### src/rtl/assert_macros.svh
// assert_macros.svh: assertion macros for the DNS record header parser.
// Depends on nothing; included by the top level.
`ifndef ASSERT_MACROS_SVH
`define ASSERT_MACROS_SVH

// same-cycle implication, disabled during reset
`define ASSERT_NOW(label, clk, rst, ante, cons, msg) \
  label: assert property (@(posedge clk) disable iff (rst) (ante) |-> (cons)) \
    else $error(msg);

// next-cycle implication, disabled during reset
`define ASSERT_NEXT(label, clk, rst, ante, cons, msg) \
  label: assert property (@(posedge clk) disable iff (rst) (ante) |=> (cons)) \
    else $error(msg);

`endif

### src/rtl/dnsrp_pkg.sv
// dnsrp_pkg: types, codes and helpers of the DNS record header parser.
// Used by every module of the block; depends on nothing.
package dnsrp_pkg;

  typedef enum logic [2:0] {
    PH_NAME,
    PH_TYPE,
    PH_CLASS,
    PH_TTL,
    PH_RDLEN,
    PH_RDATA,
    PH_WAIT
  } phase_t;

  localparam logic [1:0] K_LABEL = 2'd0;
  localparam logic [1:0] K_RDATA = 2'd1;
  localparam logic [1:0] K_DONE  = 2'd2;
  localparam logic [1:0] K_ERR   = 2'd3;

  localparam logic [1:0] ST_OK       = 2'd0;
  localparam logic [1:0] ST_FORMAT   = 2'd1;
  localparam logic [1:0] ST_COMPRESS = 2'd2;

  localparam int QDEPTH = 4;
  localparam int QPTR_W = $clog2(QDEPTH);

  // packed so that label_offset lands in the low bits
  typedef struct packed {
    logic [15:0] rdata_length;
    logic [31:0] ttl;
    logic [15:0] record_class;
    logic [15:0] record_type;
    logic [7:0]  name_length;
    logic [7:0]  label_count;
    logic [1:0]  status;
    logic [7:0]  out_byte;
    logic [7:0]  label_offset;
  } payload_t;

  localparam int PAYLOAD_W = $bits(payload_t);
  localparam int TDATA_W   = ((PAYLOAD_W + 7) / 8) * 8;

  typedef struct packed {
    logic [1:0] kind;
    logic       last;
    payload_t   pl;
  } result_t;

  // one queue entry: optional rdata byte ahead of the main result
  typedef struct packed {
    logic    pre;
    logic [7:0] rbyte;
    result_t res;
  } qent_t;

  typedef struct packed {
    logic  valid;
    qent_t ent;
  } qpush_t;

  typedef struct packed {
    logic full;
    logic empty;
  } qstat_t;

  function automatic logic valid_char(input logic [7:0] b);
    valid_char = (b == 8'h2d) || (b == 8'h5f) ||
                 (b >= 8'h30 && b <= 8'h39) ||
                 (b >= 8'h61 && b <= 8'h7a) ||
                 (b >= 8'h41 && b <= 8'h5a);
  endfunction

endpackage

### src/rtl/dnsrp_front.sv
// dnsrp_front: accepts message bytes, runs the record parse state machine
// and pushes result requests into the queue. Depends on dnsrp_pkg.
module dnsrp_front
  import dnsrp_pkg::*;
#(
  parameter int NAME_MAX = 256
) (
  input  logic       clk,
  input  logic       rst,
  input  logic       cfg_we,
  input  logic       cfg_wdata,
  input  logic       accept,
  input  logic [7:0] data_byte,
  input  logic       restart,
  output qpush_t     push
);

  localparam logic [8:0] NameLimit = 9'(NAME_MAX - 1);

  logic        record_kind;
  phase_t      phase, phase_next;
  logic [1:0]  fbc, fbc_next;
  logic [7:0]  label_left, label_left_next;
  logic [7:0]  nbs, nbs_next;
  logic [7:0]  nlab, nlab_next;
  logic [15:0] type_shift, type_shift_next;
  logic [15:0] class_shift, class_shift_next;
  logic [31:0] ttl_shift, ttl_shift_next;
  logic [15:0] rdlen_shift, rdlen_shift_next;
  logic [15:0] rdata_left, rdata_left_next;

  always_ff @(posedge clk) begin
    if (rst) begin
      record_kind <= 1'b0;
    end else if (cfg_we) begin
      record_kind <= cfg_wdata;
    end
  end

  always_ff @(posedge clk) begin
    if (rst) begin
      phase      <= PH_NAME;
      fbc        <= '0;
      label_left <= '0;
      nbs        <= '0;
      nlab       <= '0;
      rdata_left <= '0;
    end else begin
      phase      <= phase_next;
      fbc        <= fbc_next;
      label_left <= label_left_next;
      nbs        <= nbs_next;
      nlab       <= nlab_next;
      rdata_left <= rdata_left_next;
    end
  end

  // field shifters fill completely before use
  always_ff @(posedge clk) begin
    type_shift  <= type_shift_next;
    class_shift <= class_shift_next;
    ttl_shift   <= ttl_shift_next;
    rdlen_shift <= rdlen_shift_next;
  end

  always_comb begin
    phase_t      ph;
    logic [1:0]  fb;
    logic [7:0]  ll, nb, nl;
    logic [8:0]  count;
    logic [15:0] cls_new, rdl_new, left_dec;
    result_t     res;

    ph = phase;
    fb = fbc;
    ll = label_left;
    nb = nbs;
    nl = nlab;
    if (restart) begin
      ph = PH_NAME;
      fb = '0;
      ll = '0;
      nb = '0;
      nl = '0;
    end
    count    = {1'b0, nb} + 9'd1;
    cls_new  = {class_shift[7:0], data_byte};
    rdl_new  = {rdlen_shift[7:0], data_byte};
    left_dec = rdata_left - 16'd1;

    phase_next       = phase;
    fbc_next         = fbc;
    label_left_next  = label_left;
    nbs_next         = nbs;
    nlab_next        = nlab;
    type_shift_next  = type_shift;
    class_shift_next = class_shift;
    ttl_shift_next   = ttl_shift;
    rdlen_shift_next = rdlen_shift;
    rdata_left_next  = rdata_left;
    push             = '0;
    res              = '0;
    res.last         = 1'b1;

    if (accept) begin
      phase_next      = ph;
      fbc_next        = fb;
      label_left_next = ll;
      nbs_next        = nb;
      nlab_next       = nl;

      unique case (ph)
        PH_NAME: begin
          if (data_byte == 8'd0) begin
            nbs_next   = count[7:0];
            phase_next = PH_TYPE;
            fbc_next   = '0;
          end else if (count >= NameLimit) begin
            res.kind           = K_ERR;
            res.pl.status      = ST_FORMAT;
            res.pl.label_count = nl;
            res.pl.name_length = count[7:0];
            push.valid         = 1'b1;
            phase_next         = PH_WAIT;
          end else if (ll == 8'd0) begin
            if (data_byte[7:6] == 2'b11) begin
              res.kind           = K_ERR;
              res.pl.status      = ST_COMPRESS;
              res.pl.label_count = nl;
              res.pl.name_length = count[7:0];
              push.valid         = 1'b1;
              phase_next         = PH_WAIT;
            end else begin
              label_left_next     = data_byte;
              nlab_next           = nl + 8'd1;
              nbs_next            = count[7:0];
              res.kind            = K_LABEL;
              res.pl.label_offset = nb;
              res.pl.label_count  = nl + 8'd1;
              push.valid          = 1'b1;
            end
          end else if (!valid_char(data_byte)) begin
            res.kind           = K_ERR;
            res.pl.status      = ST_FORMAT;
            res.pl.label_count = nl;
            res.pl.name_length = count[7:0];
            push.valid         = 1'b1;
            phase_next         = PH_WAIT;
          end else begin
            label_left_next = ll - 8'd1;
            nbs_next        = count[7:0];
          end
        end
        PH_TYPE: begin
          type_shift_next = {type_shift[7:0], data_byte};
          if (fb == 2'd1) begin
            fbc_next   = '0;
            phase_next = PH_CLASS;
          end else begin
            fbc_next = fb + 2'd1;
          end
        end
        PH_CLASS: begin
          class_shift_next = cls_new;
          if (fb == 2'd1) begin
            fbc_next = '0;
            if (!record_kind) begin
              res.kind            = K_DONE;
              res.pl.label_count  = nl;
              res.pl.name_length  = nb;
              res.pl.record_type  = type_shift;
              res.pl.record_class = cls_new;
              push.valid          = 1'b1;
              phase_next          = PH_NAME;
              label_left_next     = '0;
              nbs_next            = '0;
              nlab_next           = '0;
            end else begin
              phase_next = PH_TTL;
            end
          end else begin
            fbc_next = fb + 2'd1;
          end
        end
        PH_TTL: begin
          ttl_shift_next = {ttl_shift[23:0], data_byte};
          if (fb == 2'd3) begin
            fbc_next   = '0;
            phase_next = PH_RDLEN;
          end else begin
            fbc_next = fb + 2'd1;
          end
        end
        PH_RDLEN: begin
          rdlen_shift_next = rdl_new;
          if (fb == 2'd1) begin
            fbc_next = '0;
            if (rdl_new == 16'd0) begin
              res.kind            = K_DONE;
              res.pl.label_count  = nl;
              res.pl.name_length  = nb;
              res.pl.record_type  = type_shift;
              res.pl.record_class = class_shift;
              res.pl.ttl          = ttl_shift;
              res.pl.rdata_length = rdl_new;
              push.valid          = 1'b1;
              phase_next          = PH_NAME;
              label_left_next     = '0;
              nbs_next            = '0;
              nlab_next           = '0;
            end else begin
              rdata_left_next = rdl_new;
              phase_next      = PH_RDATA;
            end
          end else begin
            fbc_next = fb + 2'd1;
          end
        end
        PH_RDATA: begin
          rdata_left_next = left_dec;
          push.valid      = 1'b1;
          if (left_dec == 16'd0) begin
            push.ent.pre        = 1'b1;
            push.ent.rbyte      = data_byte;
            res.kind            = K_DONE;
            res.pl.label_count  = nl;
            res.pl.name_length  = nb;
            res.pl.record_type  = type_shift;
            res.pl.record_class = class_shift;
            res.pl.ttl          = ttl_shift;
            res.pl.rdata_length = rdlen_shift;
            phase_next          = PH_NAME;
            label_left_next     = '0;
            nbs_next            = '0;
            nlab_next           = '0;
          end else begin
            res.kind        = K_RDATA;
            res.pl.out_byte = data_byte;
          end
        end
        default: begin
        end
      endcase
    end
    push.ent.res = res;
  end

endmodule

### src/rtl/dnsrp_queue.sv
// dnsrp_queue: short request queue between the parse front and the
// result back end. Depends on dnsrp_pkg.
module dnsrp_queue
  import dnsrp_pkg::*;
(
  input  logic   clk,
  input  logic   rst,
  input  qpush_t push,
  input  logic   pop,
  output qent_t  head,
  output qstat_t stat
);

  qent_t             mem [QDEPTH];
  logic [QPTR_W-1:0] wptr, rptr;
  logic [QPTR_W:0]   count;
  logic              do_pop;

  assign do_pop     = pop && (count != '0);
  assign head       = mem[rptr];
  assign stat.full  = (count == (QPTR_W + 1)'(QDEPTH));
  assign stat.empty = (count == '0);

  always_ff @(posedge clk) begin
    if (push.valid) begin
      mem[wptr] <= push.ent;
    end
  end

  always_ff @(posedge clk) begin
    if (rst) begin
      wptr  <= '0;
      rptr  <= '0;
      count <= '0;
    end else begin
      if (push.valid) begin
        wptr <= wptr + 1'b1;
      end
      if (do_pop) begin
        rptr <= rptr + 1'b1;
      end
      count <= count + (QPTR_W + 1)'(push.valid) - (QPTR_W + 1)'(do_pop);
    end
  end

endmodule

### src/rtl/dnsrp_back.sv
// dnsrp_back: drains queued requests into the registered result stream,
// splitting a final rdata byte and its summary into two results.
// Depends on dnsrp_pkg.
module dnsrp_back
  import dnsrp_pkg::*;
(
  input  logic    clk,
  input  logic    rst,
  input  qent_t   head,
  input  qstat_t  stat,
  output logic    pop,
  input  logic    out_ready,
  output logic    out_valid,
  output result_t out_res
);

  logic    sent, sent_next;
  logic    valid_next;
  result_t res_next;

  always_ff @(posedge clk) begin
    if (rst) begin
      out_valid <= 1'b0;
      sent      <= 1'b0;
    end else begin
      out_valid <= valid_next;
      sent      <= sent_next;
    end
  end

  always_ff @(posedge clk) begin
    out_res <= res_next;
  end

  always_comb begin
    pop        = 1'b0;
    valid_next = out_valid;
    sent_next  = sent;
    res_next   = out_res;
    if (!out_valid || out_ready) begin
      if (!stat.empty) begin
        valid_next = 1'b1;
        if (head.pre && !sent) begin
          res_next          = '0;
          res_next.kind     = K_RDATA;
          res_next.last     = 1'b0;
          res_next.pl.out_byte = head.rbyte;
          sent_next         = 1'b1;
        end else begin
          res_next  = head.res;
          pop       = 1'b1;
          sent_next = 1'b0;
        end
      end else begin
        valid_next = 1'b0;
      end
    end
  end

endmodule

### src/rtl/dns_record_header_parser_top.sv
// DNS record header parser, top level.
// Message bytes enter on s_tdata with s_tuser as the restart flag; results
// leave on m_tdata/m_tuser/m_tlast. Config: cfg_we/cfg_wdata set record_kind
// (0 question entries, 1 full resource records), sampled at the class end.
// Throughput: one byte per cycle while the queue is not full. A byte
// that yields a result passes the queue and then the output register.
// The last rdata byte yields two results (rdata byte, then record done)
// from one queue entry; the 4-entry queue between the parser and the
// output register absorbs that and any receiver stall.
// s_tready drops only when the queue is full; a stalled receiver holds the
// current result stable until m_tready.
// Reset (rst, synchronous) clears the queue, the output valid, the parse
// state (name start) and record_kind to 0.
// After a format or compression error, bytes are consumed silently until
// one arrives with restart set.
// Depends on dnsrp_pkg, assert_macros.svh, dnsrp_front, dnsrp_queue, dnsrp_back.
`include "assert_macros.svh"

module dns_record_header_parser_top
  import dnsrp_pkg::*;
#(
  parameter int NAME_MAX = 256
) (
  input  logic               clk,
  input  logic               rst,
  input  logic               cfg_we,
  input  logic               cfg_wdata,    // record_kind
  input  logic               s_tvalid,
  output logic               s_tready,
  input  logic [7:0]         s_tdata,      // data_byte
  input  logic               s_tuser,      // restart
  output logic               m_tvalid,
  input  logic               m_tready,
  // m_tdata, low bit up: label_offset, out_byte, status, label_count,
  // name_length, record_type, record_class, ttl, rdata_length, zero fill
  output logic [TDATA_W-1:0] m_tdata,
  output logic [1:0]         m_tuser,      // kind
  output logic               m_tlast       // last
);

  qpush_t  push;
  qent_t   head;
  qstat_t  stat;
  logic    pop;
  logic    accept;
  result_t out_res;

  assign s_tready = !stat.full;
  assign accept   = s_tvalid && s_tready;

  dnsrp_front #(
    .NAME_MAX(NAME_MAX)
  ) u_front (
    .clk       (clk),
    .rst       (rst),
    .cfg_we    (cfg_we),
    .cfg_wdata (cfg_wdata),
    .accept    (accept),
    .data_byte (s_tdata),
    .restart   (s_tuser),
    .push      (push)
  );

  dnsrp_queue u_queue (
    .clk  (clk),
    .rst  (rst),
    .push (push),
    .pop  (pop),
    .head (head),
    .stat (stat)
  );

  dnsrp_back u_back (
    .clk       (clk),
    .rst       (rst),
    .head      (head),
    .stat      (stat),
    .pop       (pop),
    .out_ready (m_tready),
    .out_valid (m_tvalid),
    .out_res   (out_res)
  );

  assign m_tdata = TDATA_W'(out_res.pl);
  assign m_tuser = out_res.kind;
  assign m_tlast = out_res.last;

  `ASSERT_NOW(a_no_overflow, clk, rst, push.valid, !stat.full, "queue push while full")
  `ASSERT_NOW(a_status_err, clk, rst, m_tvalid && (m_tuser != K_ERR),
              out_res.pl.status == ST_OK, "nonzero status on a non-error result")
  `ASSERT_NOW(a_notlast_rdata, clk, rst, m_tvalid && !m_tlast, m_tuser == K_RDATA,
              "non-last result that is not an rdata byte")
  `ASSERT_NEXT(a_push_needs_accept, clk, rst, !accept, !push.valid || accept,
               "request pushed without an accepted byte")

endmodule
### config.mk
export PLATFORM = sky130hd
export DESIGN_NAME = dns_record_header_parser_top
export DESIGN_NICKNAME = d
export VERILOG_FILES = /design/src/rtl/dnsrp_pkg.sv /design/src/rtl/dnsrp_front.sv /design/src/rtl/dnsrp_queue.sv /design/src/rtl/dnsrp_back.sv /design/src/rtl/dns_record_header_parser_top.sv
export VERILOG_INCLUDE_DIRS = /design/src /design/src/rtl
export SDC_FILE = /design/constraint.sdc
export NUM_CORES = 1
export LEC_CHECK = 0
export ABC_CLOCK_PERIOD_IN_PS = 18800
export BUFFER_PORTS_ARGS = -buffer_cell sky130_fd_sc_hd__buf_2
export CELL_PAD_IN_SITES_DETAIL_PLACEMENT = 2
export CELL_PAD_IN_SITES_GLOBAL_PLACEMENT = 2
export CORE_ASPECT_RATIO = 0.5
export CORE_MARGIN = 2
export CORE_UTILIZATION = 50
export CTS_CLUSTER_SIZE = 10
export DETAILED_ROUTE_END_ITERATION = 7
export PLACE_DENSITY = 0.95
export SYNTH_ARGS = -nofsm -noshare
export SYNTH_HDL_FRONTEND = slang
export SYNTH_SLANG_ARGS = --single-unit
### constraint.sdc
create_clock -name clk -period 18.8 [get_ports clk]
set_clock_uncertainty 0.15 [all_clocks]
set_input_delay 3.76 -clock clk [delete_from_list [all_inputs] [get_ports clk]]
set_output_delay 3.76 -clock clk [all_outputs]
set_load 0.03 [all_outputs]
==> results.json, run 1 <==
{
  "ys_seq_area_share_pct": 72.3,
  "die-height_um": 179,
  "rows": 63,
  "synthTopCellsByArea": "edfxtp_1 69%, mux4_2 9.2%, dfxtp_1 3.7%, nor2b_1 2.7%, and2_1 1.4%",
  "synth_area_um2": 30500,
  "synth_top_area_share_pct": 68.6,
  "synth_seq_cells": 754,
  "synthTopCellsByCount": "697 x edfxtp_1, 130 x nor2b_1, 125 x mux4_2",
  "status": "aborted with a tool error",
  "pin_count": 140,
  "yosysUniqueCellTypes": 85,
  "stop_stage": "detailed placement (3_5_place_dp)",
  "yosys_most_used_dff": "edfxtp_1",
  "synth_top_area_cell": "edfxtp_1",
  "ys_warn_count": 0,
  "io_buffers": 133,
  "start_util_pct": 51.0,
  "syn_area_per_cell_um2": 16.7,
  "synth-edff-count": 697,
  "place_congestion": 0.875,
  "die_w_um": 353,
  "error_line": "[ERROR DPL-0033] detailed placement checks failed during check placement.",
  "synthCells": 1833,
  "dp_hpwl_mm": 90.9,
  "synthArstFlopShare_pct": 0,
  "synth.most_common_cell": "edfxtp_1"
}
-- per-stage QoR --
step,cell area (um2),hold WS (ps),setup WS [ps],instances
2_1_floorplan,30500,267,8770,1838
3_3_place_gp,32000,274,9760,2697
-- logic make-up after synthesis --
family / Yosys count / share of synthesized area, %
other: 1 / 0.0123
muxes: 142 / 9.82
buffers and inverters: 139 / 1.89
adders and majority gates: 19 / 0.803
AOI/OAI and AO/OA: 237 / 5.43
DFF: 754 / 72.3
xor gates and xnor gates: 7 / 0.201
and+or+nand+nor: 534 / 9.56
==> run 2, diff against run 1 <==
CELL_PAD_IN_SITES_DETAIL_PLACEMENT = default   (was 2)
CELL_PAD_IN_SITES_GLOBAL_PLACEMENT = default   (was 2)
CORE_ASPECT_RATIO = default   (was 0.5)
CORE_UTILIZATION = 40   (was 50)
CTS_CLUSTER_SIZE = default   (was 10)
PLACE_DENSITY = default   (was 0.95)
PLACE_DENSITY_LB_ADDON = 0.15   (was default)
==> run 2 against run 1 <==
Synthesized area unchanged; the flow now finishes without violations; synthesized cell count unchanged.
==> results.json, run 2 <==
{
  "status": "finished clean",
  "synthAdderAreaFrac_pct": 0.803,
  "cap_viol_max_count": 0,
  "numCtsBuffers": 81,
  "cts_setup_buffers": 0,
  "critical_path.slowest_cell": "buf_4",
  "die_w_um": 280,
  "rows": 101,
  "grt_pass1_wl_mm": 104,
  "htreeDepth": 3,
  "cp_max_fo": 55,
  "worst_slack_ps": 9920,
  "ctsRootBufferMaster": "clkbuf_16",
  "synthMuxAreaShare_pct": 9.82,
  "path_delay_family": "simple AND/OR/NAND/NOR gates",
  "drtIter0Drc": 1306,
  "cp-start-kind": "input port",
  "yosys.area_share.simple_pct": 9.56,
  "place_congestion": 0.850,
  "setup_violations": 0,
  "cts_tree": "built",
  "viasPerCell": 5.45,
  "startpoint": "s_tuser",
  "synth_top_area_cell": "edfxtp_1",
  "cts_resized": 0,
  "fmax_mhz": 113,
  "slew_headroom_pct": 19.5,
  "dp_hpwl_mm": 41.3,
  "synth_seq_cells": 754,
  "synthTopCellsByArea": "edfxtp_1 69%, mux4_2 9.2%, dfxtp_1 3.7%, nor2b_1 2.7%, and2_1 1.4%",
  "final_cell_mix": "697 x edfxtp_1, 133 x buf_2, 129 x nor2b_1, 125 x mux4_2, 91 x nand2_1",
  "synth.most_common_cell": "edfxtp_1",
  "worst-path-buf-inv": 4,
  "clkTransAtPathRegs_ps": 60,
  "vias": 16457,
  "power.density_nw_per_um2": 150,
  "grt_pass1_vias": 16769,
  "antenna_cells": 0,
  "remaining_drc_errors": 0,
  "synthTopCellsByCount": "697 x edfxtp_1, 130 x nor2b_1, 125 x mux4_2",
  "crit_chain": "buf_2 > buf_4 > nor2b_1 > ha_1 > and3_1 > nand3_1 > nor2_1 > or3_1 > o21ai_1 > a31oi_2 > and2_4 > buf_4 > buf_4",
  "grt_util_all_layers_pct": 17.5,
  "layout-area-overhead-vs-synth_pct": 14.1,
  "yosysUniqueCellTypes": 85,
  "largest_reg_flops": 500,
  "worstPathRequired_ps": 18880,
  "finalMaxSlewViolations": 0,
  "pin_count": 140,
  "r2r_start": "u_front.nbs[0]",
  "power_mw": 5.24,
  "period_share_pct": 47.2,
  "tightest_slew_ps": 1200,
  "drtPass1Iterations": 6,
  "die-height_um": 280,
  "synth-edff-count": 697,
  "crit_top_cell": "buf_4",
  "critPathKind": "input port to register",
  "period_minus_slack_ps": 8880,
  "wl_per_cell_um": 22.6,
  "fillers": 6510,
  "synthArstFlopShare_pct": 0,
  "synthCells": 1833,
  "fin_cells": 3018,
  "final_common_cell": "edfxtp_1",
  "synth_compound_area_share_pct": 5.43,
  "synth_area_um2": 30500,
  "synth_top_family_by_area": "multiplexers",
  "rsz0062_at_grt": "false",
  "synth_xor_area_share_pct": 0.201,
  "hp-start": "u_front.ttl_shift[8]",
  "hp-class": "register to register",
  "drive_gt1_share_pct": 22.5,
  "io_buffers": 133,
  "p_leak_nw": 11.9,
  "start_util_pct": 40.3,
  "finalCoreUtilization_pct": 46.0,
  "ys_seq_area_share_pct": 72.3,
  "cts_buffer_depth": 3,
  "endpoint_kind": "register",
  "top_register": "u_queue.mem",
  "cts_sinks": 754,
  "hold_buffers": 0,
  "die_area_um2": 78600,
  "insertion_delay_ps": 620,
  "fin_tns_setup_ps": 0,
  "critical-path-max-stage-delay_ps": 790,
  "ys_warn_count": 0,
  "nets": 2012,
  "grt_max_degree": 84,
  "grt_antenna_before_repair": 1,
  "syn_area_per_cell_um2": 16.7,
  "place_ws_ps": 9330,
  "placedCellCount": 2873,
  "synth_top_area_share_pct": 68.6,
  "core_um2": 75700,
  "drtAntennaViolNets": 0,
  "cp_data_arrival_time_ps": 8960,
  "peakVddDrop_v": 0.000102,
  "yosys_most_used_dff": "edfxtp_1",
  "grt_overflow": 0,
  "finalHoldViolCount": 0,
  "top_regs": "u_queue.mem: 500 flops, u_back.out_res: 117 flops, u_front.ttl_shift: 32 flops",
  "detail_route.wirelength_mm": 68.3
}
-- run 2: cell counts after synthesis --
Identical to the previous run, type by type.
-- run 2: logic make-up (layout without fill, tap and decap cells) --
logic type / after synthesis / count (layout)
XOR/XNOR: 7 / 7
AND/OR/NAND/NOR: 534 / 534
adder cells (fa/ha/maj): 19 / 19
buffers and inverters: 139 / 341
flip-flops: 754 / 754
AO/OA/AOI/OAI: 237 / 237
other: 1 / 6
multiplexers: 142 / 142
-- run 2: worst paths after layout --
path	to	slack, ps	cells past startpoint
setup / recovery	u_queue.mem[3][22]	9920	13
hold / removal	u_front.ttl_shift[16]	300	0
setup reg to reg	u_queue.mem[3][22]	13060	11
hold reg to reg	u_front.ttl_shift[16]	300	0
-- run 2: per-stage QoR --
| stage | hold WS (ps) | instance area [um2] |
|---|---|---|
| after global placement | 282 | 32300 |
| after global routing | 318 | 34800 |
| after detailed placement | 280 | 32300 |
| after CTS | 295 | 34800 |
| final | 296 | 34800 |
| after floorplan | 267 | 30500 |
-- run 2: cell type report --
cell class / count / area, um2 / area share, %
clock buffer: 102 / 2220 / 6.37
clock inverter: 43 / 355 / 1.02
inverter: 28 / 110 / 0.316
multi-input combinational: 945 / 7930 / 22.8
sequential: 754 / 22100 / 63.4
tap: 978 / 1220 / 3.51
timing repair buffer: 168 / 928 / 2.66
-- run 2: report_power, final --
part / switching [mW] / internal [mW] / total [mW]
Combinational: 0.891 / 0.497 / 1.39
Sequential: 0.110 / 2.20 / 2.31
Clock: 0.638 / 0.905 / 1.54
Total: 1.64 / 3.60 / 5.24
-- run 2: metal layers --
metal	routed length, um	vias to the layer above	track usage (%)
li1	-	7462	-
met1	30500	8487	24.4
met2	33100	396	28.4
met3	2960	112	2.56
met4	1700	0	5.69
met5	0	-	0
Note: power is estimated with default switching activity, not from simulation.
